**config.mk**
```make
export PLATFORM = sky130hd
export DESIGN_NAME = kcf_fifo_flat
export DESIGN_NICKNAME = d
export VERILOG_FILES = /design/src/sv/kcf_pkg.sv /design/src/sv/kcf_if.sv /design/src/sv/kcf_fifo.sv /design/src/flat_wrapper.sv
export VERILOG_INCLUDE_DIRS = /design/src /design/src/sv
export SDC_FILE = /design/constraint.sdc
export NUM_CORES = 1
export LEC_CHECK = 0
export ABC_AREA = 1
export BUFFER_PORTS_ARGS = -buffer_cell sky130_fd_sc_hd__buf_2
export CORE_UTILIZATION = 45
export CTS_BUF_LIST = sky130_fd_sc_hd__clkbuf_8
export DETAILED_ROUTE_END_ITERATION = 7
export SLEW_MARGIN = 30
export SYNTH_ARGS = -nofsm -noshare
export SYNTH_HDL_FRONTEND = slang
export SYNTH_SLANG_ARGS = --single-unit
```
**constraint.sdc**
```tcl
create_clock -name i_clk -period 3.7 [get_ports i_clk]
set_input_delay 0.37 -clock i_clk [delete_from_list [all_inputs] [get_ports i_clk]]
set_output_delay 0.37 -clock i_clk [all_outputs]
set_load 0.03 [all_outputs]
```
**src/sv/kmer_counter_n_filter_assert.svh**
```systemverilog
// ============================================================================
// kmer counter assertion macros
// Shared concurrent assertion forms for the k-mer counter RTL.
// ============================================================================
`ifndef KMER_COUNTER_N_FILTER_ASSERT_SVH
`define KMER_COUNTER_N_FILTER_ASSERT_SVH

`ifndef SYNTH

// same-cycle implication
`define KCF_ASSERT_IMPL(name, clk, rst_n, ante, cons) \
    name: assert property (@(posedge clk) disable iff (!(rst_n)) (ante) |-> (cons)) \
        else $error("kcf assertion failed");

// next-cycle implication
`define KCF_ASSERT_NEXT(name, clk, rst_n, ante, cons) \
    name: assert property (@(posedge clk) disable iff (!(rst_n)) (ante) |=> (cons)) \
        else $error("kcf assertion failed");

`else

`define KCF_ASSERT_IMPL(name, clk, rst_n, ante, cons)
`define KCF_ASSERT_NEXT(name, clk, rst_n, ante, cons)

`endif

`endif

```
**src/sv/kcf_pkg.sv**
```systemverilog
// ============================================================================
// kcf_pkg
// Types, constants and helper functions of the k-mer counter.
// ============================================================================
`timescale 1ns / 1ps
`default_nettype none

package kcf_pkg;

    // sizing
    localparam int MAX_KMER    = 8;
    localparam int COUNT_BITS  = 32;
    localparam int CODE_W      = 2 * MAX_KMER;
    localparam int ADDR_W      = CODE_W;
    localparam int TABLE_DEPTH = 1 << ADDR_W;
    localparam int LEN_W       = $clog2(MAX_KMER + 1);
    localparam int TOTAL_W     = 32;
    localparam int VALUE_W     = 32;
    localparam int KIND_W      = 2;
    localparam int BASE_W      = 3;
    localparam int QIDX_W      = 16;
    localparam int KLEN_W      = 4;
    localparam int CFG_IDX_W   = 1;
    localparam int CFG_DATA_W  = 4;
    localparam int FIFO_DEPTH  = 4;
    localparam int PTR_W       = $clog2(FIFO_DEPTH);
    localparam int CNT_W       = $clog2(FIFO_DEPTH + 1);

    // configuration register indexes
    localparam logic [CFG_IDX_W-1:0] CFG_KMER_LENGTH  = 1'b0;
    localparam logic [CFG_IDX_W-1:0] CFG_BOTH_STRANDS = 1'b1;

    // reset values of configuration
    localparam logic [KLEN_W-1:0] KMER_LENGTH_RST = 4'd4;

    typedef enum logic [KIND_W-1:0] {
        KIND_BASE  = 2'd0,
        KIND_END   = 2'd1,
        KIND_QUERY = 2'd2,
        KIND_NONE  = 2'd3
    } t_kind;

    typedef enum logic [1:0] {
        OP_NOP   = 2'd0,
        OP_INC   = 2'd1,
        OP_QUERY = 2'd2
    } t_op_kind;

    // one memory operation with the result fields it carries
    typedef struct packed {
        t_op_kind           op;
        logic [ADDR_W-1:0]  addr;
        logic               last;
        logic               counted;
        logic [CODE_W-1:0]  kmer_code;
        logic [TOTAL_W-1:0] total;
    } t_op;

    typedef struct packed {
        logic               counted;
        logic [CODE_W-1:0]  kmer_code;
        logic [TOTAL_W-1:0] total_windows;
        logic [VALUE_W-1:0] count_value;
    } t_result;

    // status from the update stage to the sequencer
    typedef struct packed {
        logic clr_busy;
        logic s1_last;
    } t_rmw_stat;

    // clamp the configured length into 1..MAX_KMER
    function automatic logic [LEN_W-1:0] eff_len(input logic [KLEN_W-1:0] len);
        logic [LEN_W-1:0] k;
        if (len == '0) begin
            k = LEN_W'(1);
        end else if (32'(len) > MAX_KMER) begin
            k = LEN_W'(MAX_KMER);
        end else begin
            k = LEN_W'(len);
        end
        return k;
    endfunction

    // mask that keeps the low k bases
    function automatic logic [CODE_W-1:0] code_mask(input logic [LEN_W-1:0] k);
        logic [CODE_W-1:0] m;
        m = ~({CODE_W{1'b1}} << {k, 1'b0});
        return m;
    endfunction

    // reverse complement of the low k bases of a window
    function automatic logic [CODE_W-1:0] rev_comp(input logic [CODE_W-1:0] code,
                                                   input logic [LEN_W-1:0]  k);
        logic [CODE_W-1:0] full;
        logic [LEN_W-1:0]  sh;
        for (int i = 0; i < MAX_KMER; i++) begin
            full[2*(MAX_KMER-1-i) +: 2] = ~code[2*i +: 2];
        end
        sh = LEN_W'(MAX_KMER) - k;
        return full >> {sh, 1'b0};
    endfunction

    // saturating add of a small increment to the window total
    function automatic logic [TOTAL_W-1:0] sat_add(input logic [TOTAL_W-1:0] t,
                                                   input logic [1:0]         inc);
        logic [TOTAL_W:0] s;
        s = {1'b0, t} + (TOTAL_W + 1)'(inc);
        return s[TOTAL_W] ? {TOTAL_W{1'b1}} : s[TOTAL_W-1:0];
    endfunction

endpackage

`default_nettype wire

```
**src/sv/kcf_if.sv**
```systemverilog
// ============================================================================
// kcf channel interfaces
// Valid/ready channels for input items and result items.
// ============================================================================
`timescale 1ns / 1ps
`default_nettype none


interface kcf_out_if;
    logic                         valid;
    logic                         ready;
    logic                         counted;
    logic [kcf_pkg::CODE_W-1:0]   kmer_code;
    logic [kcf_pkg::TOTAL_W-1:0]  total_windows;
    logic [kcf_pkg::VALUE_W-1:0]  count_value;

    modport source (output valid, counted, kmer_code, total_windows, count_value,
                    input ready);
    modport sink   (input valid, counted, kmer_code, total_windows, count_value,
                    output ready);
endinterface

`default_nettype wire

```
**src/sv/kcf_fifo.sv**
```systemverilog
// ============================================================================
// kcf_fifo
// Small result queue that decouples the update stage from the output channel.
// ============================================================================
`timescale 1ns / 1ps
`default_nettype none
`include "kmer_counter_n_filter_assert.svh"

module kcf_fifo (
    input  wire logic                         i_clk,
    input  wire logic                         i_rst_n,
    input  wire logic                         i_push,
    input  wire kcf_pkg::t_result             i_data,
    kcf_out_if.source                         o_res,
    output logic [kcf_pkg::CNT_W-1:0]         o_count
);

    localparam int PW = kcf_pkg::PTR_W;
    localparam int CW = kcf_pkg::CNT_W;

    kcf_pkg::t_result r_mem [kcf_pkg::FIFO_DEPTH];
    logic [PW-1:0]    r_wr_ptr;
    logic [PW-1:0]    r_rd_ptr;
    logic [CW-1:0]    r_count;
    logic             pop;
    kcf_pkg::t_result head;

    assign head                = r_mem[r_rd_ptr];
    assign o_res.valid         = (r_count != '0);
    assign o_res.counted       = head.counted;
    assign o_res.kmer_code     = head.kmer_code;
    assign o_res.total_windows = head.total_windows;
    assign o_res.count_value   = head.count_value;
    assign pop                 = o_res.valid && o_res.ready;
    assign o_count             = r_count;

    // pointers and fill level
    always_ff @(posedge i_clk) begin
        if (!i_rst_n) begin
            r_wr_ptr <= '0;
            r_rd_ptr <= '0;
            r_count  <= '0;
        end else begin
            if (i_push) begin
                r_wr_ptr <= r_wr_ptr + PW'(1);
            end
            if (pop) begin
                r_rd_ptr <= r_rd_ptr + PW'(1);
            end
            if (i_push && !pop) begin
                r_count <= r_count + CW'(1);
            end else if (pop && !i_push) begin
                r_count <= r_count - CW'(1);
            end
        end
    end

    // storage
    always_ff @(posedge i_clk) begin
        if (i_push) begin
            r_mem[r_wr_ptr] <= i_data;
        end
    end

    `KCF_ASSERT_IMPL(a_no_overflow, i_clk, i_rst_n, i_push,
                     (r_count < CW'(kcf_pkg::FIFO_DEPTH)) || pop)
    `KCF_ASSERT_IMPL(a_count_in_range, i_clk, i_rst_n, 1'b1,
                     r_count <= CW'(kcf_pkg::FIFO_DEPTH))

endmodule

`default_nettype wire

```
**src/flat_wrapper.sv**
```systemverilog
// flat-port wrapper written by rule: the top's interface ports become plain ports
module kcf_fifo_flat 
  (i_clk, i_rst_n, i_push, i_data, o_count, o_res_valid, o_res_counted, o_res_kmer_code, o_res_total_windows, o_res_count_value, o_res_ready);
  kcf_out_if o_res_i ();
  input  wire logic i_clk;
  input  wire logic i_rst_n;
  input  wire logic i_push;
  input  wire kcf_pkg::t_result i_data;
  output logic [kcf_pkg::CNT_W-1:0] o_count;
  output wire logic [$bits(o_res_i.valid)-1:0] o_res_valid;
  output wire logic [$bits(o_res_i.counted)-1:0] o_res_counted;
  output wire logic [$bits(o_res_i.kmer_code)-1:0] o_res_kmer_code;
  output wire logic [$bits(o_res_i.total_windows)-1:0] o_res_total_windows;
  output wire logic [$bits(o_res_i.count_value)-1:0] o_res_count_value;
  input wire logic [$bits(o_res_i.ready)-1:0] o_res_ready;
  assign o_res_valid = o_res_i.valid;
  assign o_res_counted = o_res_i.counted;
  assign o_res_kmer_code = o_res_i.kmer_code;
  assign o_res_total_windows = o_res_i.total_windows;
  assign o_res_count_value = o_res_i.count_value;
  assign o_res_i.ready = o_res_ready;
  kcf_fifo u_core (.i_clk(i_clk), .i_rst_n(i_rst_n), .i_push(i_push), .i_data(i_data), .o_res(o_res_i), .o_count(o_count));
endmodule
```
# Yosys cells after proc, flatten, opt, wreduce, memory -nomap -nowiden
# Memory sizes are Yosys's and may differ from the RTL's. A register that Yosys moved wholly into a read port is not among the register bits.
# Cells that the tools add are included.
totals:
  reg_bits: 7
  ram_bits: 324
  out_inout_bits: 85
  wordCells: 21
  mem_count: 1
memory_table:
  columns: ["memory", "words", "word_bits", "read_ports", "rd_ports_with_merged_regs", "write_ports", "line", "rtl"]
  rows:
  - ["u_core.r_mem", 4, 81, 1, 1, 1, "kcf_fifo.sv:21", "kcf_pkg::t_result r_mem [kcf_pkg::FIFO_DEPTH];"]
classes:
  addsub: 4
  n_mux: 6
  n_reduce_logical: 7
op_table:
  columns: ["operator", "n"]
  rows:
  - ["3-bit two-way mux", 2]
  - ["2-bit by 1-bit adder with 2-bit output (second input constant)", 2]
  - ["2-bit two-way mux", 2]
  - ["3-bit by 1-bit adder with 3-bit output (second input constant)", 1]
  - ["1-bit logical AND", 3]
  - ["3-bit nonzero test", 1]
  - ["3-bit by 1-bit subtractor with 3-bit output (second input constant)", 1]
  - ["1-bit zero test", 2]
  - ["1-bit two-way mux", 2]
  - ["2-bit nonzero test", 1]

# Depth between registers and ports, before layout
depth:
  ltp_word: 5
  mapped_depth: 12

# Least setup slack after synthesis
# No wires, ideal clock.
synth_timing:
  kind: "reg2reg"
  startpoint: "reg u_core.r_wr_ptr[0]"
  endpoint: "mem u_core.r_mem[2][0] in the netlist's numbering (enable)"
  setup_ps: 435
  t_arrival_ps: 2157
  t_required_ps: 3265
  slack_ps: 1108
  path_stages_with_launch: 5
  path_buffers: 0
  synth_period_minus_slack_ps: 2592
  path_cell_list: "dfxtp_1 -> inv_1 -> ha_1 -> nand2_1 -> inv_1"
synth_rtl:
  columns: ["item", "line", "rtl"]
  rows:
  - ["from (decl)", "kcf_fifo.sv:22", "logic [PW-1:0] r_wr_ptr;"]
  - ["from (signal assigned)", "kcf_fifo.sv:45", "r_wr_ptr <= r_wr_ptr + PW'(1);"]
  - ["to (decl)", "kcf_fifo.sv:21", null]
# Straight into the memory's write port.

==> results.md <==
* Antenna violations before repair at 3
* Clock sink count at 333
* GR Overflow Total at 0
* FMAX at 378 MHz
* Avg WL per Cell at 17.7 um
* Syn-to-layout area delta at 19.0%
* Top-level I/O count at 170
* Syn Std Cell Area at 0.0125 mm^2
* LEAKAGE at 5.31 nW
* Core Area at 0.0272 mm^2
* # H-tree levels at 2
* Pre-antenna DRT Iters at 7
* Nets at 1154
* # Post-CTS Setup Buffers at 0
* Max_cap viols at 0
* Power Dens Cells at 622 mW/mm^2
* Worst-path maximum fanout at 113
* Setup TNS at 0 ns
* CTS Buffer Depth at 3
* Flop and latch count out of synthesis at 333
* Worst hold-check path type: in2reg
* Final WL at 26.0 mm
* DR vias/cell at 5.16
* Peak VDD IR at 0.000478 V
* Data arrival, critical path at 2.28 ns
* Post-route ant nets at 0
* Root buf cell: clkbuf_8
* Final setup viols at 0
* Starting Density at 46.2%
* Cts bufs inserted at 53
* First-pass GRT wire length at 39.8 mm
* Vias at 7594
* CTS tree: built
* Chip Width at 169 um
* Syn Nets at 937
* Clk_lat worst skew at 0.57 ns
* Vias in the first global route at 7369
* Min Clock Period, post-route at 2.65 ns
* Crit end category: output port
* Synth warnings at 0
* Fin Clk Skew at 0.0275 ns
* RSZ-0062 raised after global routing: false
* Final Wtd Congestion at 0.710
* Die height at 169 um
* Largest net degree at the start of global routing at 163
* Rel. slew slack at 48.3%
* Drt drc at 0
* Total power at 9.28 mW
* Fin. max-slew vios at 0
* Crit path launch type: register
* Post-DP HPWL at 13.0 mm
* Worst-margin pin slew at 0.775 ns
* Crit Path Class: reg2out
* # port buffers at 169
* Status: finished clean
* Yosys cell types at 21
* Avg Synthesized Cell Area at 14.8 um^2
* Critical Path RT at 3.33 ns
* Gr usage total at 18.2%
* Post-synthesis sequential area ratio at 79.0%
* Layout cell share with drive strength beyond 1 at 24.3%
* DIE AREA at 0.0285 mm^2
* Ratio of final minimum period to clock period at 71.5%
* Initial DRC Count at 584
* Mapped Cells at 846
* Post_cts resized at 0
* Final hold violations at 0
* CTS clk-pin slew, worst paths at 0.06 ns
* Std cell rows at 60
==> flip-flops by register name (all words and copies together) (netlist names), named ones only <==
register	flops
u_core.o_count	3
u_core.r_mem	324
u_core.r_rd_ptr	2
u_core.r_wr_ptr	2
==> through the flow <==
step	utilization, %	worst slack, ns	instances	hold WS [ns]	area [um^2]
after floorplan	-	1.11	846	0.463	12500
after global placement	50.1	1.56	1343	0.493	13600
after detailed placement	50.1	1.59	1343	0.501	13600
after CTS	54.8	0.977	1471	0.0000379	14900
after global routing	54.9	0.861	1472	0.00187	14900
final	54.9	1.05	1473	0.0319	14900
==> per-layer routing <==
| layer | GRT usage (%) | part of all wire [%] |
|---|---|---|
| met5 | 0 | 0.084 |
| met2 | 29.5 | 47 |
| met3 | 4.79 | 7.1 |
| met1 | 24.0 | 43 |
| met4 | 5.81 | 2.0 |
==> synth_stat cells (all sizes together) <==
master / number / area, um^2
buf: 24 / 244
o21ai: 166 / 831
nand2: 15 / 56.3
clkbuf: 28 / 115
nor2: 167 / 677
nand3: 3 / 15.0
a21oi: 6 / 30.0
o22ai: 81 / 507
dfxtp: 9 / 180
clkinv: 1 / 8.76
ha: 5 / 62.6
edfxtp: 324 / 9730
fa: 1 / 20.0
inv: 16 / 67.6
==> worst max-delay path, cell delays in order, from the launching register on <==
cell	delay, ns
dfxtp_4	0.37
inv_8	0.23
buf_16	0.43
o21ai_0	0.15
o22ai_1	0.20
buf_2	0.24
==> kinds of logic after synthesis <==
group,synth area share (%)
buffers and inverters,3.47
adders and majority gates,0.658
DFF,79.0
AOI/OAI and AO/OA,10.9
and+or+nand+nor,5.97
==> power breakdown <==
part / internal (mW) / switching, mW
Sequential: 4.33 / 0.0529
Clock: 1.38 / 1.32
Combinational: 0.581 / 1.62
==> area by class of cell <==
type | instances | area (um^2)
antenna | 1 | 2.50
clock buffer | 56 | 771
clock inverter | 36 | 141
fill | 2302 | 12300
inverter | 17 | 86.3
multi-input combinational | 444 | 2200
sequential | 333 | 9910
tap | 372 | 465
timing repair buffer | 214 | 1340
==> layout by cell type, fill, tap and decap left out <==
cell             n
edfxtp_1       324
o22ai_1         81
nor2_1         147
dfxtp_2          1
dlygate4sd3_1   36
buf_12           4
diode_2          1
fa_1             1
clkinv_4         1
clkinv_1         9
o21ai_0        146
inv_4            4
o21ai_1         20
a21oi_1          6
ha_1             5
buf_4            4
nand3_1          3
dfxtp_4          1
clkbuf_8        56
nand2_1         15
nor2_2          20
inv_8            1
buf_16           1
clkinv_2         5
inv_1           33
dfxtp_1          7
buf_2          169
==> what timing repair did <==
action                     in CTS  in global routing
hold endpoints to repair      130                  0
setup endpoints to repair       0                  0
hold buffers                   36                  0
==> worst paths after layout <==
| check | startpoint | to | slack [ns] | cells after the start |
|---|---|---|---|---|
| worst max register to register | u_core.r_wr_ptr[0]$_SDFFE_PN0P_ | u_core.r_mem[2][49]$_DFFE_PP_ | 1.66 | 5 |
| worst min-delay path | i_data[2] | u_core.r_mem[0][2]$_DFFE_PP_ | 0.03 | 1 |
| worst max-delay path | register | o_res_total_windows[0] | 1.05 | 5 |
| worst min register to register | u_core.r_rd_ptr[0]$_SDFFE_PN0P_ | u_core.r_rd_ptr[0]$_SDFFE_PN0P_ | 0.51 | 2 |
Note: power is estimated with default switching activity, not from simulation.
