**src/sv/kmer_counter_n_filter_assert.svh**
```systemverilog
// ============================================================================
// kmer counter assertion macros
// Shared concurrent assertion forms for the k-mer counter RTL.
// ============================================================================
`ifndef KMER_COUNTER_N_FILTER_ASSERT_SVH
`define KMER_COUNTER_N_FILTER_ASSERT_SVH

`ifndef SYNTH

// same-cycle implication
`define KCF_ASSERT_IMPL(name, clk, rst_n, ante, cons) \
    name: assert property (@(posedge clk) disable iff (!(rst_n)) (ante) |-> (cons)) \
        else $error("kcf assertion failed");

// next-cycle implication
`define KCF_ASSERT_NEXT(name, clk, rst_n, ante, cons) \
    name: assert property (@(posedge clk) disable iff (!(rst_n)) (ante) |=> (cons)) \
        else $error("kcf assertion failed");

`else

`define KCF_ASSERT_IMPL(name, clk, rst_n, ante, cons)
`define KCF_ASSERT_NEXT(name, clk, rst_n, ante, cons)

`endif

`endif

```
**src/sv/kcf_pkg.sv**
```systemverilog
// ============================================================================
// kcf_pkg
// Types, constants and helper functions of the k-mer counter.
// ============================================================================
`timescale 1ns / 1ps
`default_nettype none

package kcf_pkg;

    // sizing
    localparam int MAX_KMER    = 8;
    localparam int COUNT_BITS  = 32;
    localparam int CODE_W      = 2 * MAX_KMER;
    localparam int ADDR_W      = CODE_W;
    localparam int TABLE_DEPTH = 1 << ADDR_W;
    localparam int LEN_W       = $clog2(MAX_KMER + 1);
    localparam int TOTAL_W     = 32;
    localparam int VALUE_W     = 32;
    localparam int KIND_W      = 2;
    localparam int BASE_W      = 3;
    localparam int QIDX_W      = 16;
    localparam int KLEN_W      = 4;
    localparam int CFG_IDX_W   = 1;
    localparam int CFG_DATA_W  = 4;
    localparam int FIFO_DEPTH  = 4;
    localparam int PTR_W       = $clog2(FIFO_DEPTH);
    localparam int CNT_W       = $clog2(FIFO_DEPTH + 1);

    // configuration register indexes
    localparam logic [CFG_IDX_W-1:0] CFG_KMER_LENGTH  = 1'b0;
    localparam logic [CFG_IDX_W-1:0] CFG_BOTH_STRANDS = 1'b1;

    // reset values of configuration
    localparam logic [KLEN_W-1:0] KMER_LENGTH_RST = 4'd4;

    typedef enum logic [KIND_W-1:0] {
        KIND_BASE  = 2'd0,
        KIND_END   = 2'd1,
        KIND_QUERY = 2'd2,
        KIND_NONE  = 2'd3
    } t_kind;

    typedef enum logic [1:0] {
        OP_NOP   = 2'd0,
        OP_INC   = 2'd1,
        OP_QUERY = 2'd2
    } t_op_kind;

    // one memory operation with the result fields it carries
    typedef struct packed {
        t_op_kind           op;
        logic [ADDR_W-1:0]  addr;
        logic               last;
        logic               counted;
        logic [CODE_W-1:0]  kmer_code;
        logic [TOTAL_W-1:0] total;
    } t_op;

    typedef struct packed {
        logic               counted;
        logic [CODE_W-1:0]  kmer_code;
        logic [TOTAL_W-1:0] total_windows;
        logic [VALUE_W-1:0] count_value;
    } t_result;

    // status from the update stage to the sequencer
    typedef struct packed {
        logic clr_busy;
        logic s1_last;
    } t_rmw_stat;

    // clamp the configured length into 1..MAX_KMER
    function automatic logic [LEN_W-1:0] eff_len(input logic [KLEN_W-1:0] len);
        logic [LEN_W-1:0] k;
        if (len == '0) begin
            k = LEN_W'(1);
        end else if (32'(len) > MAX_KMER) begin
            k = LEN_W'(MAX_KMER);
        end else begin
            k = LEN_W'(len);
        end
        return k;
    endfunction

    // mask that keeps the low k bases
    function automatic logic [CODE_W-1:0] code_mask(input logic [LEN_W-1:0] k);
        logic [CODE_W-1:0] m;
        m = ~({CODE_W{1'b1}} << {k, 1'b0});
        return m;
    endfunction

    // reverse complement of the low k bases of a window
    function automatic logic [CODE_W-1:0] rev_comp(input logic [CODE_W-1:0] code,
                                                   input logic [LEN_W-1:0]  k);
        logic [CODE_W-1:0] full;
        logic [LEN_W-1:0]  sh;
        for (int i = 0; i < MAX_KMER; i++) begin
            full[2*(MAX_KMER-1-i) +: 2] = ~code[2*i +: 2];
        end
        sh = LEN_W'(MAX_KMER) - k;
        return full >> {sh, 1'b0};
    endfunction

    // saturating add of a small increment to the window total
    function automatic logic [TOTAL_W-1:0] sat_add(input logic [TOTAL_W-1:0] t,
                                                   input logic [1:0]         inc);
        logic [TOTAL_W:0] s;
        s = {1'b0, t} + (TOTAL_W + 1)'(inc);
        return s[TOTAL_W] ? {TOTAL_W{1'b1}} : s[TOTAL_W-1:0];
    endfunction

endpackage

`default_nettype wire

```
**src/sv/kcf_rmw.sv**
```systemverilog
// ============================================================================
// kcf_rmw
// Count memory update stage: forwarding, saturating increment, write-back,
// result formation and the clearing sweep after reset.
// ============================================================================
`timescale 1ns / 1ps
`default_nettype none
`include "kmer_counter_n_filter_assert.svh"

module kcf_rmw (
    input  wire logic                               i_clk,
    input  wire logic                               i_rst_n,
    input  wire logic                               i_issue_valid,
    input  wire kcf_pkg::t_op                       i_issue_op,
    input  wire logic [kcf_pkg::COUNT_BITS-1:0]     i_rd_data,
    output logic                                    o_wr_en,
    output logic      [kcf_pkg::ADDR_W-1:0]         o_wr_addr,
    output logic      [kcf_pkg::COUNT_BITS-1:0]     o_wr_data,
    output kcf_pkg::t_rmw_stat                      o_stat,
    output logic                                    o_push,
    output kcf_pkg::t_result                        o_result
);

    localparam int AW = kcf_pkg::ADDR_W;
    localparam int NW = kcf_pkg::COUNT_BITS;

    logic          r_s1_valid;
    kcf_pkg::t_op  r_s1;
    logic          r_clr_busy;
    logic [AW-1:0] r_clr_addr;
    logic          r_fwd_valid;
    logic [AW-1:0] r_fwd_addr;
    logic [NW-1:0] r_fwd_data;

    logic [NW-1:0] cur;
    logic [NW-1:0] inc_val;
    logic          is_inc;

    // forward the write of the read cycle, the memory returned stale data
    assign cur     = (r_fwd_valid && (r_fwd_addr == r_s1.addr)) ? r_fwd_data : i_rd_data;
    assign inc_val = (cur == {NW{1'b1}}) ? cur : cur + NW'(1);
    assign is_inc  = r_s1_valid && (r_s1.op == kcf_pkg::OP_INC);

    // write port: clearing sweep first, else the increment
    always_comb begin
        if (r_clr_busy) begin
            o_wr_en   = 1'b1;
            o_wr_addr = r_clr_addr;
            o_wr_data = '0;
        end else begin
            o_wr_en   = is_inc;
            o_wr_addr = r_s1.addr;
            o_wr_data = inc_val;
        end
    end

    // result of the last op of an item
    assign o_push                 = r_s1_valid && r_s1.last;
    assign o_result.counted       = r_s1.counted;
    assign o_result.kmer_code     = r_s1.kmer_code;
    assign o_result.total_windows = r_s1.total;
    assign o_result.count_value   = (r_s1.op == kcf_pkg::OP_QUERY) ?
                                    kcf_pkg::VALUE_W'(cur) : '0;

    assign o_stat.clr_busy = r_clr_busy;
    assign o_stat.s1_last  = r_s1_valid && r_s1.last;

    // control state
    always_ff @(posedge i_clk) begin
        if (!i_rst_n) begin
            r_s1_valid  <= 1'b0;
            r_clr_busy  <= 1'b1;
            r_clr_addr  <= '0;
            r_fwd_valid <= 1'b0;
        end else begin
            r_s1_valid  <= i_issue_valid;
            r_fwd_valid <= o_wr_en;
            if (r_clr_busy) begin
                r_clr_addr <= r_clr_addr + AW'(1);
                if (r_clr_addr == {AW{1'b1}}) begin
                    r_clr_busy <= 1'b0;
                end
            end
        end
    end

    // payload
    always_ff @(posedge i_clk) begin
        r_s1       <= i_issue_op;
        r_fwd_addr <= o_wr_addr;
        r_fwd_data <= o_wr_data;
    end

    `KCF_ASSERT_IMPL(a_no_issue_in_clear, i_clk, i_rst_n, i_issue_valid, !r_clr_busy)
    `KCF_ASSERT_IMPL(a_no_op_in_clear, i_clk, i_rst_n, r_clr_busy, !r_s1_valid)
    `KCF_ASSERT_NEXT(a_fwd_tracks_write, i_clk, i_rst_n, o_wr_en,
                     r_fwd_valid && (r_fwd_addr == $past(o_wr_addr)))

endmodule

`default_nettype wire

```
**config.mk**
```make
export PLATFORM = sky130hd
export DESIGN_NAME = kcf_rmw
export DESIGN_NICKNAME = d
export VERILOG_FILES = /design/src/sv/kcf_pkg.sv /design/src/sv/kcf_rmw.sv
export VERILOG_INCLUDE_DIRS = /design/src /design/src/sv
export SDC_FILE = /design/constraint.sdc
export NUM_CORES = 1
export LEC_CHECK = 0
export ABC_AREA = 1
export BUFFER_PORTS_ARGS = -buffer_cell sky130_fd_sc_hd__buf_2
export CAP_MARGIN = 20
export CORE_MARGIN = 3
export CORE_UTILIZATION = 49
export DETAILED_ROUTE_END_ITERATION = 8
export HOLD_SLACK_MARGIN = 0.05
export PLACE_DENSITY = 0.92
export SLEW_MARGIN = 20
export SYNTH_ARGS = -nofsm -noshare
export SYNTH_HDL_FRONTEND = slang
export SYNTH_SLANG_ARGS = --single-unit
export TNS_END_PERCENT = 100
```
**constraint.sdc**
```tcl
create_clock -name i_clk -period 3.5 [get_ports i_clk]
set_input_delay 0.7 -clock i_clk [delete_from_list [all_inputs] [get_ports i_clk]]
set_output_delay 0.7 -clock i_clk [all_outputs]
set_load 0.02 [all_outputs]
```
## Yosys cells after proc, flatten, opt, wreduce, memory -nomap -nowiden

Index checks and enable logic that the tools add are counted.

- Flip-flop bits (word level): 135
- Latch bits: 0
- Bits in writable memories: 0
- ROM bits: 0
- Bits of input ports: 103
- Output and inout port bits: 133
- Logic and storage cells: 30
- Memories kept: 0

- Add/subtract/negate cells: 2
- Multiply operators: 0
- Div/mod/pow operators: 0
- Order comparisons: 0
- Equal/unequal tests: 5
- Shift operators: 0
- Multiplexer cells: 8
- Bitwise operators: 0
- Reduce and logical (&&, ||, !) cells: 3

Operators by type and width:

| cell | count |
|---|---|
| 32-bit 2-to-1 mux | 4 |
| 32-bit by 1-bit adder with 32-bit output (second input constant) | 1 |
| 32-bit equality test (second input constant) | 1 |
| 16-bit by 1-bit adder with 16-bit output (second input constant) | 1 |
| 16-bit equality test | 1 |
| 16-bit equality test (second input constant) | 1 |
| 16-bit 2-to-1 mux | 1 |
| 1-bit logical AND | 3 |
| 1-bit 2-to-1 mux | 3 |
| 2-bit by 1-bit equality test with 1-bit output (second input constant) | 1 |
| 2-bit equality test (second input constant) | 1 |

## Logic depth before layout (Yosys ltp)

- Word-level depth: 6
- Depth in mapped cells: 22
- Depth with buffers taken out: 21

## Worst setup path after synthesis

OpenSTA, ideal clock, no wires.

- Path type: flip-flop to output port
- Start: reg r_s1[57] (netlist bit)
- End: out o_wr_data[13] (netlist bit)
- Data arrival time: 2.685 ns
- Required time: 2.800 ns
- Path slack: 0.115 ns
- Stages on the path, launching flop included: 21
- Path buffers: 3
- Path through: dfxtp_1 inv_1 nand2_1 nand2_1 nor2_1 nand2_1 nor2_4 nand3_4 buf_6 buf_6 nor2_4 nor2_2 inv_1 ha_1 nand2_2 nor2_8 nand2_4 nor2_8 nand3_4 buf_6 a31oi_1

- Cells in the longest elaborated chain, start to end: 6
- Elaborated cells on any way between the ends: 7
- Classes of those cells: add/sub: 1; eq/ne: 2; mux: 3; reduce/logical: 1

Ends and longest elaborated chain:

| what | line | source |
|---|---|---|
| start, declared | kcf_rmw.sv:28 | `kcf_pkg::t_op r_s1;` |
| start signal, assigned | kcf_rmw.sv:89 | `r_s1 <= i_issue_op;` |
| 16-bit equality test * | kcf_rmw.sv:40 | `assign cur = (r_fwd_valid && (r_fwd_addr == r_s1.addr)) ? r_fwd_data : i_rd_data;` |
| 1-bit logical AND * | kcf_rmw.sv:40 |  |
| 32-bit 2-to-1 mux * | kcf_rmw.sv:40 |  |
| 32-bit by 1-bit adder with 32-bit output or 32-bit equality test (tied branches) | kcf_rmw.sv:41 | `assign inc_val = (cur == {NW{1'b1}}) ? cur : cur + NW'(1);` |
| 32-bit 2-to-1 mux * | kcf_rmw.sv:41 |  |
| 32-bit 2-to-1 mux * | kcf_rmw.sv:46 | `if (r_clr_busy) begin` |
| end, declared | kcf_rmw.sv:18 | `output logic [kcf_pkg::COUNT_BITS-1:0] o_wr_data,` |

Mark *: on every way between the ends. The rest lies on a longest branch, timed or not.

## Worst setup path after layout

- Start: reg r_s1[52] (netlist bit)
- End: out o_wr_data[20] (netlist bit)

Same word-level chain as after synthesis.

==> flow_results.org <==
** Status
- The run finished, with violations left.
- Failing checks :: design-rule violations, negative setup slack

** Finish
- Compared with the post-synthesis result, the final layout area differs by 60.1%.
- Fraction of final layout cells sized beyond drive strength 1 :: 0.537
- For this run, the post-layout net count is roughly 1200.
- Final instance count without filler cells :: about 1300
- Leaving out fill and tap cells, the most frequent cell in the layout is buf_2.
- In the layout the commonest cells are buf_2, nand2_1, dfxtp_1.

** Clocking
- The H-tree was split into 4 levels.
- TritonCTS clock tree :: yes
- CTS sink cnt :: 135
- Number of CTS-inserted buffers :: 17
- Cts-stage hold buffer count :: 0
- Deepest clock path buffer count :: 2
- After clock tree synthesis, the clock-pin slew on the worst setup and hold paths is 60 ps.
- Clock latency on the worst-skew pair :: 440 ps
- The tree is rooted in a clkbuf_16.

** Pwr
- Power spread over the standard cell area amounts to 388 nW/um^2.
- Highest ir drop seen on vdd :: 0.355 mV
- In this run the static leakage power is 0.00469 uW.

** Global route
- Residual overflow from global routing :: 0
- The number of global-route vias before repair is 6693.
- Across every metal layer, demand over resource in global routing totals 0.316.
- The first global-routing pass estimated 34800 um of wire.
- Initial antenna violation count :: 1
- Entering global routing, the biggest net connects 31 pins.

** Placed design
- Routability Congestion :: 0.968
- During placement, the flow inserted port buffers numbering approximately 240.
- The HPWL after detailed placement is 13800 um.
- Counting tap cells, the placed design contains a total of ~1200 instances.

** Drt
- The detail route stage leaves a number of antenna-violating nets equal to 0.
- Via count :: approximately 7800
- After detailed routing, the number of remaining DRC violations is approximately 100.
- Pre-Repair DR Iteration Count :: 9
- After detailed routing, the total wire length is 29000 um.
- Average vias per placed instance :: roughly 6
- WL per Instance :: 22.4 um
- DR iter-0 viols :: about 1300

** Die
- Chip Height :: around 120 um
- Number of standard-cell rows in the floorplan :: 40
- roughly 240 I/O pins were placed.
- The initial utilization of the core area, before any placement, comes to 0.506.
- Die footprint :: 13900 sq um
- Total core area :: 12200 sq um
- Die span in x :: 118 um

** Synthesis
- Yosys Warn Count :: 0
- Number of flops mapped to enable cells by yosys :: 0
- Top_reg_cell synth :: dfxtp_1
- Synthesis produced a netlist with a net count of 919.
- Synth top area share :: 0.439
- Top cells by area, synth :: dfxtp_1, nand2_1, buf_4
- The mapped netlist covers 6150 sq um.
- Sequential-to-total area share from yosys stat :: 0.439
- Synthesis produced 814 cells.
- Of all flip-flops after synthesis, the portion carrying an async set or reset was 0.
- Number of distinct standard cells referenced by the synthesized netlist :: 34
- A synthesized cell averages 7.56 sq um.
- Cell type with the highest aggregate area in the netlist :: dfxtp_1
- After synthesis the netlist holds a flip-flop and latch count of 135.

** STA
- The number of max-slew violations in the final report is 0.
- Time the final worst path needs with I/O delays and setup :: about 4400 ps
- Measured against its own limit, the worst slew margin works out to 0.251.
- Setup total negative slack on the finished layout was measured at -19230 ps.
- Fin crit share :: 1.24
- Setup repair after global routing could not meet its margin everywhere.
- Least setup slack across all paths after layout :: -856 ps
- Across the routed clock network, the largest skew measured is 13.0 ps.
- Number of setup violations in the final report :: 33
- Actual transition at the worst max-transition pin :: 1120 ps
- The count of final hold-check violations is 0.
- For this run, the top clock speed supported by timing is 230 MHz.

** Setup path
- Measured in cells, the most critical reg-to-reg path has a length of 17.
- STA classifies the critical path endpoint as an output port.
- The largest single stage delay on the critical path is about 440 ps.
- Terminus of the critical flop-to-flop path :: r_fwd_data[20]
- At the worst endpoint, the arrival time is 3660 ps.
- Critical Path Slowest Stage Cell :: nor3_1
- Counting stages on the worst path, the most repeated cell is nor2_4.
- CP Max Fanout :: 3
- Worst Path Class, Setup :: flop to output port
- The signal on the critical path passes through xnor2_1, nand3_1, nor2_4, buf_12, nand3_4, nor2_4, nor2_4, inv_2, ha_4, nand2_4, nor2_8, nand2_4, buf_4, nor3_1, nand2_1, nor2_1, nor2_1, buf_4.
- Category of the worst setup path launch point :: flop
- The worst register-to-register path begins at r_s1[52].
- Worst Path Required :: ~2800 ps
- R2R Setup Slk :: between 300 and 400 ps

** Job
- Max Cap Violations :: 0

** Worst hold path
- The min-delay analysis places its worst path in the category input port to flop.
- Along the worst hold path, the cell count comes to 1.
- In this run the most critical hold path is launched from i_issue_op[56].
- Endpoint, Worst Hold :: r_s1[56]
metal layers:
metal  track usage  part of all wire
met4         0.177              0.10
met3         0.106              0.13
met5             0                 0
met1         0.360              0.32
met2         0.520              0.45
state kept, by name (all words and copies together) (netlist names):
signal,count
r_clr_busy,1
r_fwd_data,32
r_clr_addr,16
r_s1_valid,1
o_result,49
r_s1,19
r_fwd_addr,16
r_fwd_valid,1
cells by family after synthesis:
logic type	Yosys count	synth area share
simple gates	413	0.323
buf+inv	169	0.148
flops	135	0.439
compound gates	86	0.0728
xor+xnor	9	0.0128
fa+ha+maj	2	0.00407
timing repair:
item	CTS	global route
setup endpoints to repair	32	34
resized for setup	234	140
gates cloned	5	1
setup buffers	57	42
pin swaps	59	75
synthesized netlist by cell type (11+ instances only):
| cell | instances |
|---|---|
| a21oi_1 | 40 |
| a31oi_1 | 11 |
| buf_4 | 54 |
| clkbuf_1 | 11 |
| dfxtp_1 | 135 |
| inv_1 | 89 |
| nand2_1 | 208 |
| nand2_2 | 18 |
| nand3_1 | 17 |
| nand4_1 | 33 |
| nor2_1 | 85 |
| nor3_1 | 12 |
| o21ai_0 | 32 |
power breakdown:
part	internal (uW)	total, uW	switching, uW
sequential	1590	1610	20.7
combinational	176	476	300
clock	938	1740	803
per-stage QoR:
| stage | util | instance area (sq um) | hold slack (ps) | setup WS [ps] | power (uW) |
|---|---|---|---|---|---|
| after floorplan | - | 6150 | 452 | 115 | 1870 |
| after global placement | 0.587 | 7140 | 470 | 42.7 | 1960 |
| after detailed placement | 0.587 | 7140 | 483 | -59.6 | 1970 |
| after CTS | 0.746 | 9080 | 357 | -285 | 3710 |
| after global routing | 0.810 | 9850 | 358 | -1060 | 3910 |
| final | 0.810 | 9850 | 365 | -856 | 3820 |
worst max-delay path by stage:
stage | from | to | slack, ps | cells past startpoint
after CTS | r_fwd_addr[7] | o_wr_data[0] | -290 | 20
after global routing | r_s1[51] | o_wr_data[20] | -1060 | 21
after floorplan | r_s1[57] | o_wr_data[13] | 120 | 20
after global placement | r_s1[57] | o_wr_data[1] | 40 | 19
final | r_s1[52] | o_wr_data[20] | -860 | 18
after detailed placement | r_s1[59] | o_wr_data[1] | -60 | 19
final cells by class:
type                            instances  area, sq um
Clock inverter                         15          133
Clock buffer                           17          425
Antenna cell                            1         2.50
Timing Repair Buffer                  349         2560
Sequential cell                       135         2720
Multi-Input combinational cell        513         3440
Inverter                               92          355
Fill cell                             619         2310
Tap cell                              168          210
worst max-delay path, delay by kind of cell, from the launching register on:
family,cells,cell delay (ps)
AND/OR/NAND/NOR,12,1870
buffers and inverters,4,580
flip-flops,1,340
XOR/XNOR,1,240
adder cells (fa/ha/maj),1,160
No activity file was read; power rests on OpenSTA's default activity.
