[config.mk]
export PLATFORM = sky130hd
export DESIGN_NAME = kcf_seq_flat
export DESIGN_NICKNAME = d
export VERILOG_FILES = /design/src/sv/kcf_pkg.sv /design/src/sv/kcf_if.sv /design/src/sv/kcf_seq.sv /design/src/flat_wrapper.sv
export VERILOG_INCLUDE_DIRS = /design/src /design/src/sv
export SDC_FILE = /design/constraint.sdc
export NUM_CORES = 1
export LEC_CHECK = 0
export ABC_AREA = 1
export BUFFER_PORTS_ARGS = -buffer_cell sky130_fd_sc_hd__buf_2
export CAP_MARGIN = 20
export CORE_MARGIN = 2
export CORE_UTILIZATION = 35
export CTS_CLUSTER_DIAMETER = 200
export DETAILED_ROUTE_END_ITERATION = 8
export MAX_ROUTING_LAYER = met4
export PLACE_DENSITY_LB_ADDON = 0.05
export SETUP_SLACK_MARGIN = 0.15
export SYNTH_ARGS = -nofsm -noshare
export SYNTH_HDL_FRONTEND = slang
export SYNTH_SLANG_ARGS = --single-unit
export TNS_END_PERCENT = 10
[constraint.sdc]
create_clock -name i_clk -period 3.31 [get_ports i_clk]
set_clock_uncertainty 0.1 [all_clocks]
set_input_delay 0 -clock i_clk [delete_from_list [all_inputs] [get_ports i_clk]]
set_output_delay 0 -clock i_clk [all_outputs]
set_load 0.01 [all_outputs]
[src/sv/kmer_counter_n_filter_assert.svh]
// ============================================================================
// kmer counter assertion macros
// Shared concurrent assertion forms for the k-mer counter RTL.
// ============================================================================
`ifndef KMER_COUNTER_N_FILTER_ASSERT_SVH
`define KMER_COUNTER_N_FILTER_ASSERT_SVH

`ifndef SYNTH

// same-cycle implication
`define KCF_ASSERT_IMPL(name, clk, rst_n, ante, cons) \
    name: assert property (@(posedge clk) disable iff (!(rst_n)) (ante) |-> (cons)) \
        else $error("kcf assertion failed");

// next-cycle implication
`define KCF_ASSERT_NEXT(name, clk, rst_n, ante, cons) \
    name: assert property (@(posedge clk) disable iff (!(rst_n)) (ante) |=> (cons)) \
        else $error("kcf assertion failed");

`else

`define KCF_ASSERT_IMPL(name, clk, rst_n, ante, cons)
`define KCF_ASSERT_NEXT(name, clk, rst_n, ante, cons)

`endif

`endif

[src/sv/kcf_pkg.sv]
// ============================================================================
// kcf_pkg
// Types, constants and helper functions of the k-mer counter.
// ============================================================================
`timescale 1ns / 1ps
`default_nettype none

package kcf_pkg;

    // sizing
    localparam int MAX_KMER    = 8;
    localparam int COUNT_BITS  = 32;
    localparam int CODE_W      = 2 * MAX_KMER;
    localparam int ADDR_W      = CODE_W;
    localparam int TABLE_DEPTH = 1 << ADDR_W;
    localparam int LEN_W       = $clog2(MAX_KMER + 1);
    localparam int TOTAL_W     = 32;
    localparam int VALUE_W     = 32;
    localparam int KIND_W      = 2;
    localparam int BASE_W      = 3;
    localparam int QIDX_W      = 16;
    localparam int KLEN_W      = 4;
    localparam int CFG_IDX_W   = 1;
    localparam int CFG_DATA_W  = 4;
    localparam int FIFO_DEPTH  = 4;
    localparam int PTR_W       = $clog2(FIFO_DEPTH);
    localparam int CNT_W       = $clog2(FIFO_DEPTH + 1);

    // configuration register indexes
    localparam logic [CFG_IDX_W-1:0] CFG_KMER_LENGTH  = 1'b0;
    localparam logic [CFG_IDX_W-1:0] CFG_BOTH_STRANDS = 1'b1;

    // reset values of configuration
    localparam logic [KLEN_W-1:0] KMER_LENGTH_RST = 4'd4;

    typedef enum logic [KIND_W-1:0] {
        KIND_BASE  = 2'd0,
        KIND_END   = 2'd1,
        KIND_QUERY = 2'd2,
        KIND_NONE  = 2'd3
    } t_kind;

    typedef enum logic [1:0] {
        OP_NOP   = 2'd0,
        OP_INC   = 2'd1,
        OP_QUERY = 2'd2
    } t_op_kind;

    // one memory operation with the result fields it carries
    typedef struct packed {
        t_op_kind           op;
        logic [ADDR_W-1:0]  addr;
        logic               last;
        logic               counted;
        logic [CODE_W-1:0]  kmer_code;
        logic [TOTAL_W-1:0] total;
    } t_op;

    typedef struct packed {
        logic               counted;
        logic [CODE_W-1:0]  kmer_code;
        logic [TOTAL_W-1:0] total_windows;
        logic [VALUE_W-1:0] count_value;
    } t_result;

    // status from the update stage to the sequencer
    typedef struct packed {
        logic clr_busy;
        logic s1_last;
    } t_rmw_stat;

    // clamp the configured length into 1..MAX_KMER
    function automatic logic [LEN_W-1:0] eff_len(input logic [KLEN_W-1:0] len);
        logic [LEN_W-1:0] k;
        if (len == '0) begin
            k = LEN_W'(1);
        end else if (32'(len) > MAX_KMER) begin
            k = LEN_W'(MAX_KMER);
        end else begin
            k = LEN_W'(len);
        end
        return k;
    endfunction

    // mask that keeps the low k bases
    function automatic logic [CODE_W-1:0] code_mask(input logic [LEN_W-1:0] k);
        logic [CODE_W-1:0] m;
        m = ~({CODE_W{1'b1}} << {k, 1'b0});
        return m;
    endfunction

    // reverse complement of the low k bases of a window
    function automatic logic [CODE_W-1:0] rev_comp(input logic [CODE_W-1:0] code,
                                                   input logic [LEN_W-1:0]  k);
        logic [CODE_W-1:0] full;
        logic [LEN_W-1:0]  sh;
        for (int i = 0; i < MAX_KMER; i++) begin
            full[2*(MAX_KMER-1-i) +: 2] = ~code[2*i +: 2];
        end
        sh = LEN_W'(MAX_KMER) - k;
        return full >> {sh, 1'b0};
    endfunction

    // saturating add of a small increment to the window total
    function automatic logic [TOTAL_W-1:0] sat_add(input logic [TOTAL_W-1:0] t,
                                                   input logic [1:0]         inc);
        logic [TOTAL_W:0] s;
        s = {1'b0, t} + (TOTAL_W + 1)'(inc);
        return s[TOTAL_W] ? {TOTAL_W{1'b1}} : s[TOTAL_W-1:0];
    endfunction

endpackage

`default_nettype wire

[src/sv/kcf_if.sv]
// ============================================================================
// kcf channel interfaces
// Valid/ready channels for input items and result items.
// ============================================================================
`timescale 1ns / 1ps
`default_nettype none

interface kcf_in_if;
    logic                        valid;
    logic                        ready;
    logic [kcf_pkg::KIND_W-1:0]  kind;
    logic [kcf_pkg::BASE_W-1:0]  base;
    logic [kcf_pkg::QIDX_W-1:0]  query_index;

    modport source (output valid, kind, base, query_index, input ready);
    modport sink   (input valid, kind, base, query_index, output ready);
endinterface


`default_nettype wire

[src/sv/kcf_seq.sv]
// ============================================================================
// kcf_seq
// Input sequencer: window, run length, total, and memory op issue.
// ============================================================================
`timescale 1ns / 1ps
`default_nettype none
`include "kmer_counter_n_filter_assert.svh"

module kcf_seq (
    input  wire logic                             i_clk,
    input  wire logic                             i_rst_n,
    kcf_in_if.sink                                i_kmer,
    input  wire logic                             i_cfg_we,
    input  wire logic [kcf_pkg::CFG_IDX_W-1:0]    i_cfg_idx,
    input  wire logic [kcf_pkg::CFG_DATA_W-1:0]   i_cfg_data,
    input  wire kcf_pkg::t_rmw_stat               i_stat,
    input  wire logic [kcf_pkg::CNT_W-1:0]        i_fifo_count,
    output logic                                  o_issue_valid,
    output kcf_pkg::t_op                          o_issue_op
);

    localparam int CW = kcf_pkg::CODE_W;
    localparam int LW = kcf_pkg::LEN_W;

    logic [kcf_pkg::KLEN_W-1:0]  r_kmer_len;
    logic                        r_both;
    logic [CW-1:0]               r_win;
    logic [LW-1:0]               r_run;
    logic [kcf_pkg::TOTAL_W-1:0] r_total;
    logic                        r_pend_valid;
    kcf_pkg::t_op                r_pend_op;

    logic [CW-1:0]               n_win;
    logic [LW-1:0]               n_run;
    logic [kcf_pkg::TOTAL_W-1:0] n_total;
    logic                        accept;
    logic                        room;
    logic [LW-1:0]               k;
    logic [LW-1:0]               run_inc;
    logic [CW-1:0]               shifted;
    logic                        hit;
    logic                        dual;
    logic [CW-1:0]               fwd_code;
    logic [CW-1:0]               rc_code;
    kcf_pkg::t_op                acc_op;
    kcf_pkg::t_op                rc_op;

    // accept when not clearing, no second op pending, and a result slot is free
    assign room = ({1'b0, i_fifo_count} + (kcf_pkg::CNT_W + 1)'(i_stat.s1_last))
                  < (kcf_pkg::CNT_W + 1)'(kcf_pkg::FIFO_DEPTH);
    assign i_kmer.ready = !i_stat.clr_busy && !r_pend_valid && room;
    assign accept       = i_kmer.valid && i_kmer.ready;

    // window and run arithmetic for a base
    assign k        = kcf_pkg::eff_len(r_kmer_len);
    assign shifted  = {r_win[CW-3:0], i_kmer.base[1:0]};
    assign run_inc  = (r_run < LW'(kcf_pkg::MAX_KMER)) ? r_run + LW'(1) : r_run;
    assign fwd_code = shifted & kcf_pkg::code_mask(k);
    assign rc_code  = kcf_pkg::rev_comp(shifted, k);

    // item decode
    always_comb begin
        n_win          = r_win;
        n_run          = r_run;
        n_total        = r_total;
        hit            = 1'b0;
        acc_op.op        = kcf_pkg::OP_NOP;
        acc_op.addr      = '0;
        acc_op.last      = 1'b1;
        acc_op.counted   = 1'b0;
        acc_op.kmer_code = '0;
        unique case (kcf_pkg::t_kind'(i_kmer.kind))
            kcf_pkg::KIND_BASE: begin
                if (!i_kmer.base[2]) begin
                    n_win = shifted;
                    n_run = run_inc;
                    hit   = (run_inc >= k);
                end else begin
                    n_run = '0;
                end
            end
            kcf_pkg::KIND_END: begin
                n_win = '0;
                n_run = '0;
            end
            kcf_pkg::KIND_QUERY: begin
                acc_op.op   = kcf_pkg::OP_QUERY;
                acc_op.addr = i_kmer.query_index[kcf_pkg::ADDR_W-1:0];
            end
            kcf_pkg::KIND_NONE: begin
            end
        endcase
        if (hit) begin
            n_total          = kcf_pkg::sat_add(r_total, r_both ? 2'd2 : 2'd1);
            acc_op.op        = kcf_pkg::OP_INC;
            acc_op.addr      = fwd_code;
            acc_op.last      = !r_both;
            acc_op.counted   = 1'b1;
            acc_op.kmer_code = fwd_code;
        end
        acc_op.total = n_total;
    end

    // reverse-complement op, last of its item
    always_comb begin
        rc_op      = acc_op;
        rc_op.addr = rc_code;
        rc_op.last = 1'b1;
    end

    assign dual = hit && r_both;

    // issue to the memory stage
    assign o_issue_valid = accept || r_pend_valid;
    assign o_issue_op    = r_pend_valid ? r_pend_op : acc_op;

    // state, configuration and pending reverse-complement op
    always_ff @(posedge i_clk) begin
        if (!i_rst_n) begin
            r_kmer_len   <= kcf_pkg::KMER_LENGTH_RST;
            r_both       <= 1'b1;
            r_win        <= '0;
            r_run        <= '0;
            r_total      <= '0;
            r_pend_valid <= 1'b0;
        end else begin
            if (i_cfg_we) begin
                unique case (i_cfg_idx)
                    kcf_pkg::CFG_KMER_LENGTH:  r_kmer_len <= i_cfg_data;
                    kcf_pkg::CFG_BOTH_STRANDS: r_both     <= i_cfg_data[0];
                endcase
            end
            if (accept) begin
                r_win   <= n_win;
                r_run   <= n_run;
                r_total <= n_total;
            end
            r_pend_valid <= accept && dual;
        end
    end

    // pending op payload
    always_ff @(posedge i_clk) begin
        if (accept) begin
            r_pend_op <= rc_op;
        end
    end

    `KCF_ASSERT_NEXT(a_pend_after_dual, i_clk, i_rst_n, accept && dual, r_pend_valid)
    `KCF_ASSERT_NEXT(a_total_monotonic, i_clk, i_rst_n, accept, r_total >= $past(r_total))
    `KCF_ASSERT_IMPL(a_no_accept_pending, i_clk, i_rst_n, r_pend_valid, !accept)

endmodule

`default_nettype wire

[src/flat_wrapper.sv]
// flat-port wrapper written by rule: the top's interface ports become plain ports
module kcf_seq_flat 
  (i_clk, i_rst_n, i_cfg_we, i_cfg_idx, i_cfg_data, i_stat, i_fifo_count, o_issue_valid, o_issue_op, i_kmer_valid, i_kmer_kind, i_kmer_base, i_kmer_query_index, i_kmer_ready);
  kcf_in_if i_kmer_i ();
  input  wire logic i_clk;
  input  wire logic i_rst_n;
  input  wire logic i_cfg_we;
  input  wire logic [kcf_pkg::CFG_IDX_W-1:0] i_cfg_idx;
  input  wire logic [kcf_pkg::CFG_DATA_W-1:0] i_cfg_data;
  input  wire kcf_pkg::t_rmw_stat i_stat;
  input  wire logic [kcf_pkg::CNT_W-1:0] i_fifo_count;
  output logic o_issue_valid;
  output kcf_pkg::t_op o_issue_op;
  input wire logic [$bits(i_kmer_i.valid)-1:0] i_kmer_valid;
  input wire logic [$bits(i_kmer_i.kind)-1:0] i_kmer_kind;
  input wire logic [$bits(i_kmer_i.base)-1:0] i_kmer_base;
  input wire logic [$bits(i_kmer_i.query_index)-1:0] i_kmer_query_index;
  output wire logic [$bits(i_kmer_i.ready)-1:0] i_kmer_ready;
  assign i_kmer_i.valid = i_kmer_valid;
  assign i_kmer_i.kind = i_kmer_kind;
  assign i_kmer_i.base = i_kmer_base;
  assign i_kmer_i.query_index = i_kmer_query_index;
  assign i_kmer_ready = i_kmer_i.ready;
  kcf_seq u_core (.i_clk(i_clk), .i_rst_n(i_rst_n), .i_kmer(i_kmer_i), .i_cfg_we(i_cfg_we), .i_cfg_idx(i_cfg_idx), .i_cfg_data(i_cfg_data), .i_stat(i_stat), .i_fifo_count(i_fifo_count), .o_issue_valid(o_issue_valid), .o_issue_op(o_issue_op));
endmodule
Yosys cells after proc, flatten, opt, wreduce, memory -nomap -nowiden
Index checks and enable logic that the tools add are counted.

Bits of input ports: 35. Logic and storage cells: 66. Bits in latches: 0. ROM bits: 0. Memories kept: 0. RAM bits: 0. Flip-flop bits (word level): 123.

$lt $le $gt $ge: 4. Equal/unequal tests: 3. Div/mod/pow operators: 0. Add/sub/neg operators: 4. Multiplexer cells: 15. Shift-type cells: 2. Reduce and logical (&&, ||, !) cells: 16. Bitwise gates (word level): 11. Multipliers: 0.

Operators by type and width (count): 68-bit two-way mux (1); 32-bit two-way mux (2); 36-bit two-way mux (1); 32-bit by 2-bit adder with 33-bit output (1); 14-bit one-hot mux with 2 select lines (1); 18-bit two-way mux (1); 16-bit AND (1); 4-bit two-way mux (4); 16-bit inverter (1); 2-bit inverter (8); 16-bit by 5-bit left shift with 16-bit output, first input constant (1); 16-bit by 5-bit right shift with 16-bit output (1); 14-bit two-way mux (1); 4-bit one-hot mux with 2 select lines (1); 2-bit AND reduction (3); 1-bit logical AND (5); 3-bit by 1-bit adder with 4-bit output (1); 4-bit by 1-bit adder with 4-bit output, second input constant (1); 4-bit greater-or-equal comparator (1); 4-bit greater-than comparator, second input constant (1); 4-bit zero test (1); 4-bit by 3-bit < comparator with 1-bit output, second input constant (1); 4-bit < comparator, second input constant (1); 4-bit subtractor, first input constant (1); 11 further kinds (14).

Logic depth before layout (Yosys ltp)
Depth after elaboration: 8. Mapped depth: 18. Mapped depth without buffers: 16.

Worst setup path after synthesis
No wires, ideal clock.

Path kind: register -> register. Start: register u_core.r_pend_valid. End: register u_core.r_pend_op[0] in the netlist's numbering (enable). Cell stages (with the launch flop): 9. Data required time: 2.813 ns. Arrival time: 1.961 ns. Library setup time: 0.397 ns. Setup slack: 0.851 ns. Cells stage by stage: dfxtp_1 buf_6 inv_2 nand2_2 a31oi_4 nand2_4 inv_2 buf_4 buf_2.

Longest elaborated chain between the ends: 4.

Ends and longest elaborated chain: start, declared (RTL line kcf_seq.sv:30) `logic r_pend_valid;`; start signal, assigned (RTL line kcf_seq.sv:138) `r_pend_valid <= accept && dual;`; 1-bit zero test (RTL line kcf_seq.sv:51) `assign i_kmer.ready = !i_stat.clr_busy && !r_pend_valid && room;`; 1-bit logical AND (2 in series) (RTL line kcf_seq.sv:51); net i_kmer_ready (RTL line flat_wrapper.sv:18) `output wire logic [$bits(i_kmer_i.ready)-1:0] i_kmer_ready;`; 1-bit logical AND (RTL line kcf_seq.sv:52) `assign accept = i_kmer.valid && i_kmer.ready;`; net u_core.accept (RTL line kcf_seq.sv:36) `logic accept;`; end signal, assigned (RTL line kcf_seq.sv:145) `r_pend_op <= rc_op;`; end, declared (RTL line kcf_seq.sv:31) `kcf_pkg::t_op r_pend_op;`.

The timed path passes the listed nets, and every way through them passes these cells. A chain may end at the register's enable or synchronous reset.

==> flow_metrics.env <==
export IMPL_vias_after_detailed_routing=7092
export IMPL_first_global_vias=6550
export IMPL_areaGrowthSynthToFinish_pct=20.8
export IMPL_p_comb_frac=0.121
export IMPL_required_ps=3210
export IMPL_detail_route_first_pass_iterations=5
export IMPL_reg2regPathDepth=10
export IMPL_timing_final_hold_violations=0
export IMPL_clock_tree_buffer_depth=2
export IMPL_dominant_combinational_cell_family_by_area_after_synthesis="simple AND/OR/NAND/NOR gates"
export IMPL_insertion_delay_ps=430
export IMPL_worst_ir_drop_vdd_mv=0.360
export IMPL_rrSetupSlack_ps=500
export IMPL_routedWlPerCell_um=15.4
export IMPL_p_clk_frac=0.465
export IMPL_hold_class="input pin to register"
export IMPL_timing_worst_setup_path_type="register to primary output"
export IMPL_wl_mm=22.4
export IMPL_floorplan_initialDensity=0.356
export IMPL_cts_root_buffer_cell="sky130_fd_sc_hd__clkbuf_16"
export IMPL_min_period_over_period=0.934
export IMPL_synthCells=1054
export IMPL_postRouteAntennaNets=0
export IMPL_grt_use_total=0.210
export IMPL_port_buffers=104
export IMPL_grt_start_max_net_pins=85
export IMPL_synth_seq_area_share=0.416
export IMPL_post_synth_fa_ha_maj_area_fraction=0.0211
export IMPL_post_route_cells_drive_above_1_share=0.165
export IMPL_synth_simple_gate_area_share=0.320
export IMPL_timing_critical_path_slowest_stage_cell="sky130_fd_sc_hd__nor3_1"
export IMPL_final_setup_tns_ps=0
export IMPL_worst_slew_margin_rel=0.363
export IMPL_die_width_um=150
export IMPL_grt_pass1_wl_mm=35.8
export IMPL_measured_slew_at_the_worst_slew_check_pin_ps=953
export IMPL_final_cell_count_no_fill=1450
export IMPL_timing_hold_worst_start="i_kmer_kind[0]"
export IMPL_worstSetupEndpointType="primary output"
export IMPL_crit_path_max_fanout=42
export IMPL_std_cell_rows=53
export IMPL_outcome="finished, final reports clean"
export IMPL_synthXorXnorAreaFrac=0.00235
export IMPL_internal_power_mw=3.02
export IMPL_grt_setup_unrepaired="yes"
export IMPL_synth_distinct_cells=41
export IMPL_final_max_slew_viol_count=0
export IMPL_critical_path_most_common_cell="sky130_fd_sc_hd__nand2_1"
export IMPL_multiplexer_fraction_of_the_synthesized_cell_area=0.00804
export IMPL_detailed_place_hpwl_mm=16.4
export IMPL_p_switching_mw=1.09
export IMPL_detailed_route_iter0_violations=533
export IMPL_postSynthNetCount=1101
export IMPL_fmax_ghz=0.323
export IMPL_post_place_ws_ps=413
export IMPL_die_footprint_um2=22500
export IMPL_drv_cap=0
export IMPL_num_antenna_cells=0
export IMPL_cts_clk_slew_worst_paths_ps=60
export IMPL_tritoncts="yes"
export IMPL_power_per_cell_area_nw_per_um2=456
export IMPL_crit_path_start_kind="register"
export IMPL_post_synth_cell_area_avg_um2=7.08
export IMPL_ys_warnings_count=0
export IMPL_drc_errors=0
export IMPL_grt_overflow_total=0
export IMPL_cts_inserted_buffers=17
export IMPL_postSynthRegisterBits=122
export IMPL_postPlaceCellArea_um2=8160
export IMPL_antenna_violations_before_repair=0
export IMPL_post_layout_total_power_mw=4.11
export IMPL_die_ht_um=150
export IMPL_finalSetupViolCount=0
export IMPL_route_detailed_vias_per_inst=4.89
export IMPL_num_io_pins=105
export IMPL_power_switching_fraction=0.264
export IMPL_critPathMaxStageDelay_ps=470
export IMPL_cts_htree_levels=4
export IMPL_layout_nets=1209
export IMPL_critPathBufInv=2
export IMPL_crit_path_cell_trace="ha_1 -> nand2_1 -> o21ai_0 -> ha_1 -> nand2_1 -> nand2_1 -> nand2_1 -> nand3_1 -> nand2_2 -> buf_12 -> nor3_1 -> nand2_1 -> nand2_1 -> buf_2"
export IMPL_cts_sink_count=122
export IMPL_synth_compound_area_share=0.136
export IMPL_terminating_pin_of_the_worst_hold_path="u_core.r_pend_op[67]"
export IMPL_hold_depth=3
export IMPL_regToRegEndpoint="u_core.r_pend_op[51]"
export IMPL_critPathTopFamily="simple AND/OR/NAND/NOR gates"
export IMPL_arrival_time_of_data_at_the_critical_path_endpoint_ps=2990
export IMPL_post_synth_instance_area_um2=7470
export IMPL_seq_power_share=0.414
export IMPL_setup_slack_after_layout_ps=218
export IMPL_finish_instance_area_um2=9020
export IMPL_cellLeakagePower_nw=4.20
export IMPL_reg2reg_from="u_core.r_kmer_len[3]"
export IMPL_routabilityCongestion=0.922
export IMPL_post_route_min_period_ps=3090
export IMPL_placed_cells=1396
export IMPL_core_area_um2=21000
## cells by family (layout without fill, tap and decap cells)
kind of cell	count (synthesis)	after routing
and+or+nand+nor	559	559
AOI/OAI and AO/OA	183	183
buffers and inverters	170	291
DFF	122	122
adders and majority gates	12	12
muxes	6	6
xor gates and xnor gates	2	2
## power by group through the flow
stage	sequential [mW]	combinational (mW)	clock, mW
after global placement	1.73	0.477	0
after global routing	1.71	0.567	2.02
after detailed placement	1.73	0.479	0
final	1.70	0.497	1.91
after floorplan	1.72	0.331	0
after CTS	1.70	0.500	1.95
## worst min-delay path: stages
cell and delay, ps:
sky130_fd_sc_hd__buf_2 140, sky130_fd_sc_hd__nor2_1 60, sky130_fd_sc_hd__buf_4 170
## worst max-delay path by stage
stage,end,from,depth (start not counted),slack (ps)
2_1_floorplan,u_core.r_pend_op[0],u_core.r_pend_valid,8,850
5_1_grt,o_issue_op[57],u_core.r_run[0],14,30
3_3_place_gp,o_issue_op[17],u_core.r_both,14,420
6_report,o_issue_op[52],u_core.r_run[0],14,220
4_1_cts,o_issue_op[17],u_core.r_both,14,180
3_5_place_dp,o_issue_op[17],u_core.r_both,14,410
## state kept, by name, summed over array words and instances, names as in the netlist
signal	flops
u_core.r_total	32
u_core.r_run	4
u_core.r_kmer_len	4
u_core.r_win	14
u_core.r_pend_op	66
u_core.r_pend_valid	1
u_core.r_both	1
## cell usage after synthesis, drive strengths merged
cell type | n | area share
ha | 11 | 0.018
nand2 | 330 | 0.17
nor3 | 9 | 0.0075
nand4 | 5 | 0.0042
o21bai | 1 | 0.0010
a22oi | 11 | 0.011
clkbuf | 26 | 0.017
inv | 122 | 0.061
dlygate4sd1 | 1 | 0.0012
or2 | 4 | 0.0034
o211ai | 5 | 0.0050
edfxtp | 66 | 0.27
nor4 | 1 | 0.00084
xor2 | 1 | 0.0012
o22ai | 2 | 0.0017
fa | 1 | 0.0027
a311o | 1 | 0.0013
o21ai | 79 | 0.053
dfxtp | 56 | 0.15
xnor2 | 1 | 0.0012
a31oi | 26 | 0.024
buf | 21 | 0.018
mux2i | 6 | 0.0080
nand3 | 83 | 0.061
nor2 | 127 | 0.071
a21oi | 58 | 0.039
## cell usage in the layout (no fill, tap or decap), types with 21 or more instances in the layout
| master | netlist | layout |
|---|---|---|
| sky130_fd_sc_hd__nand3_1 | 75 | 73 |
| sky130_fd_sc_hd__o21ai_1 | 21 | 21 |
| sky130_fd_sc_hd__dfxtp_1 | 56 | 56 |
| sky130_fd_sc_hd__buf_2 | 9 | 104 |
| sky130_fd_sc_hd__a31oi_1 | 25 | 24 |
| sky130_fd_sc_hd__nor2_1 | 119 | 118 |
| sky130_fd_sc_hd__edfxtp_1 | 66 | 66 |
| sky130_fd_sc_hd__nand2_1 | 318 | 318 |
| sky130_fd_sc_hd__inv_1 | 115 | 114 |
| sky130_fd_sc_hd__a21oi_1 | 58 | 58 |
| sky130_fd_sc_hd__o21ai_0 | 58 | 58 |
## through the flow
stage                     hold WS, ps  utilization
after detailed placement          184        0.389
after CTS                        20.6        0.429
after global routing             61.1        0.430
final                            34.2        0.430
after floorplan                 -14.5            -
after global placement            171        0.389
## what timing repair did
action                                  4_1_cts  5_1_grt
pin swaps                                     1        2
hold buffers                                 20        0
setup buffers                                 0        2
endpoints found under the hold margin        17        0
gates resized for setup                       7        3
endpoints found under the setup margin        6       37
## area by class of cell
| type | count | area [um^2] |
|---|---|---|
| Inverter | 122 | 462 |
| Tap cell | 275 | 344 |
| Multi-Input combinational cell | 762 | 3680 |
| Timing Repair Buffer | 137 | 831 |
| Clock buffer | 17 | 425 |
| Clock inverter | 15 | 174 |
| Sequential cell | 122 | 3100 |
| Fill cell | 2278 | 11900 |
## layer usage
metal | track usage | share of wire
met2 | 0.280 | 0.39
met3 | 0.0296 | 0.056
met4 | 0.0566 | 0.011
met1 | 0.327 | 0.54
met5 | - | 0
Power figures use the tool's default switching activity.
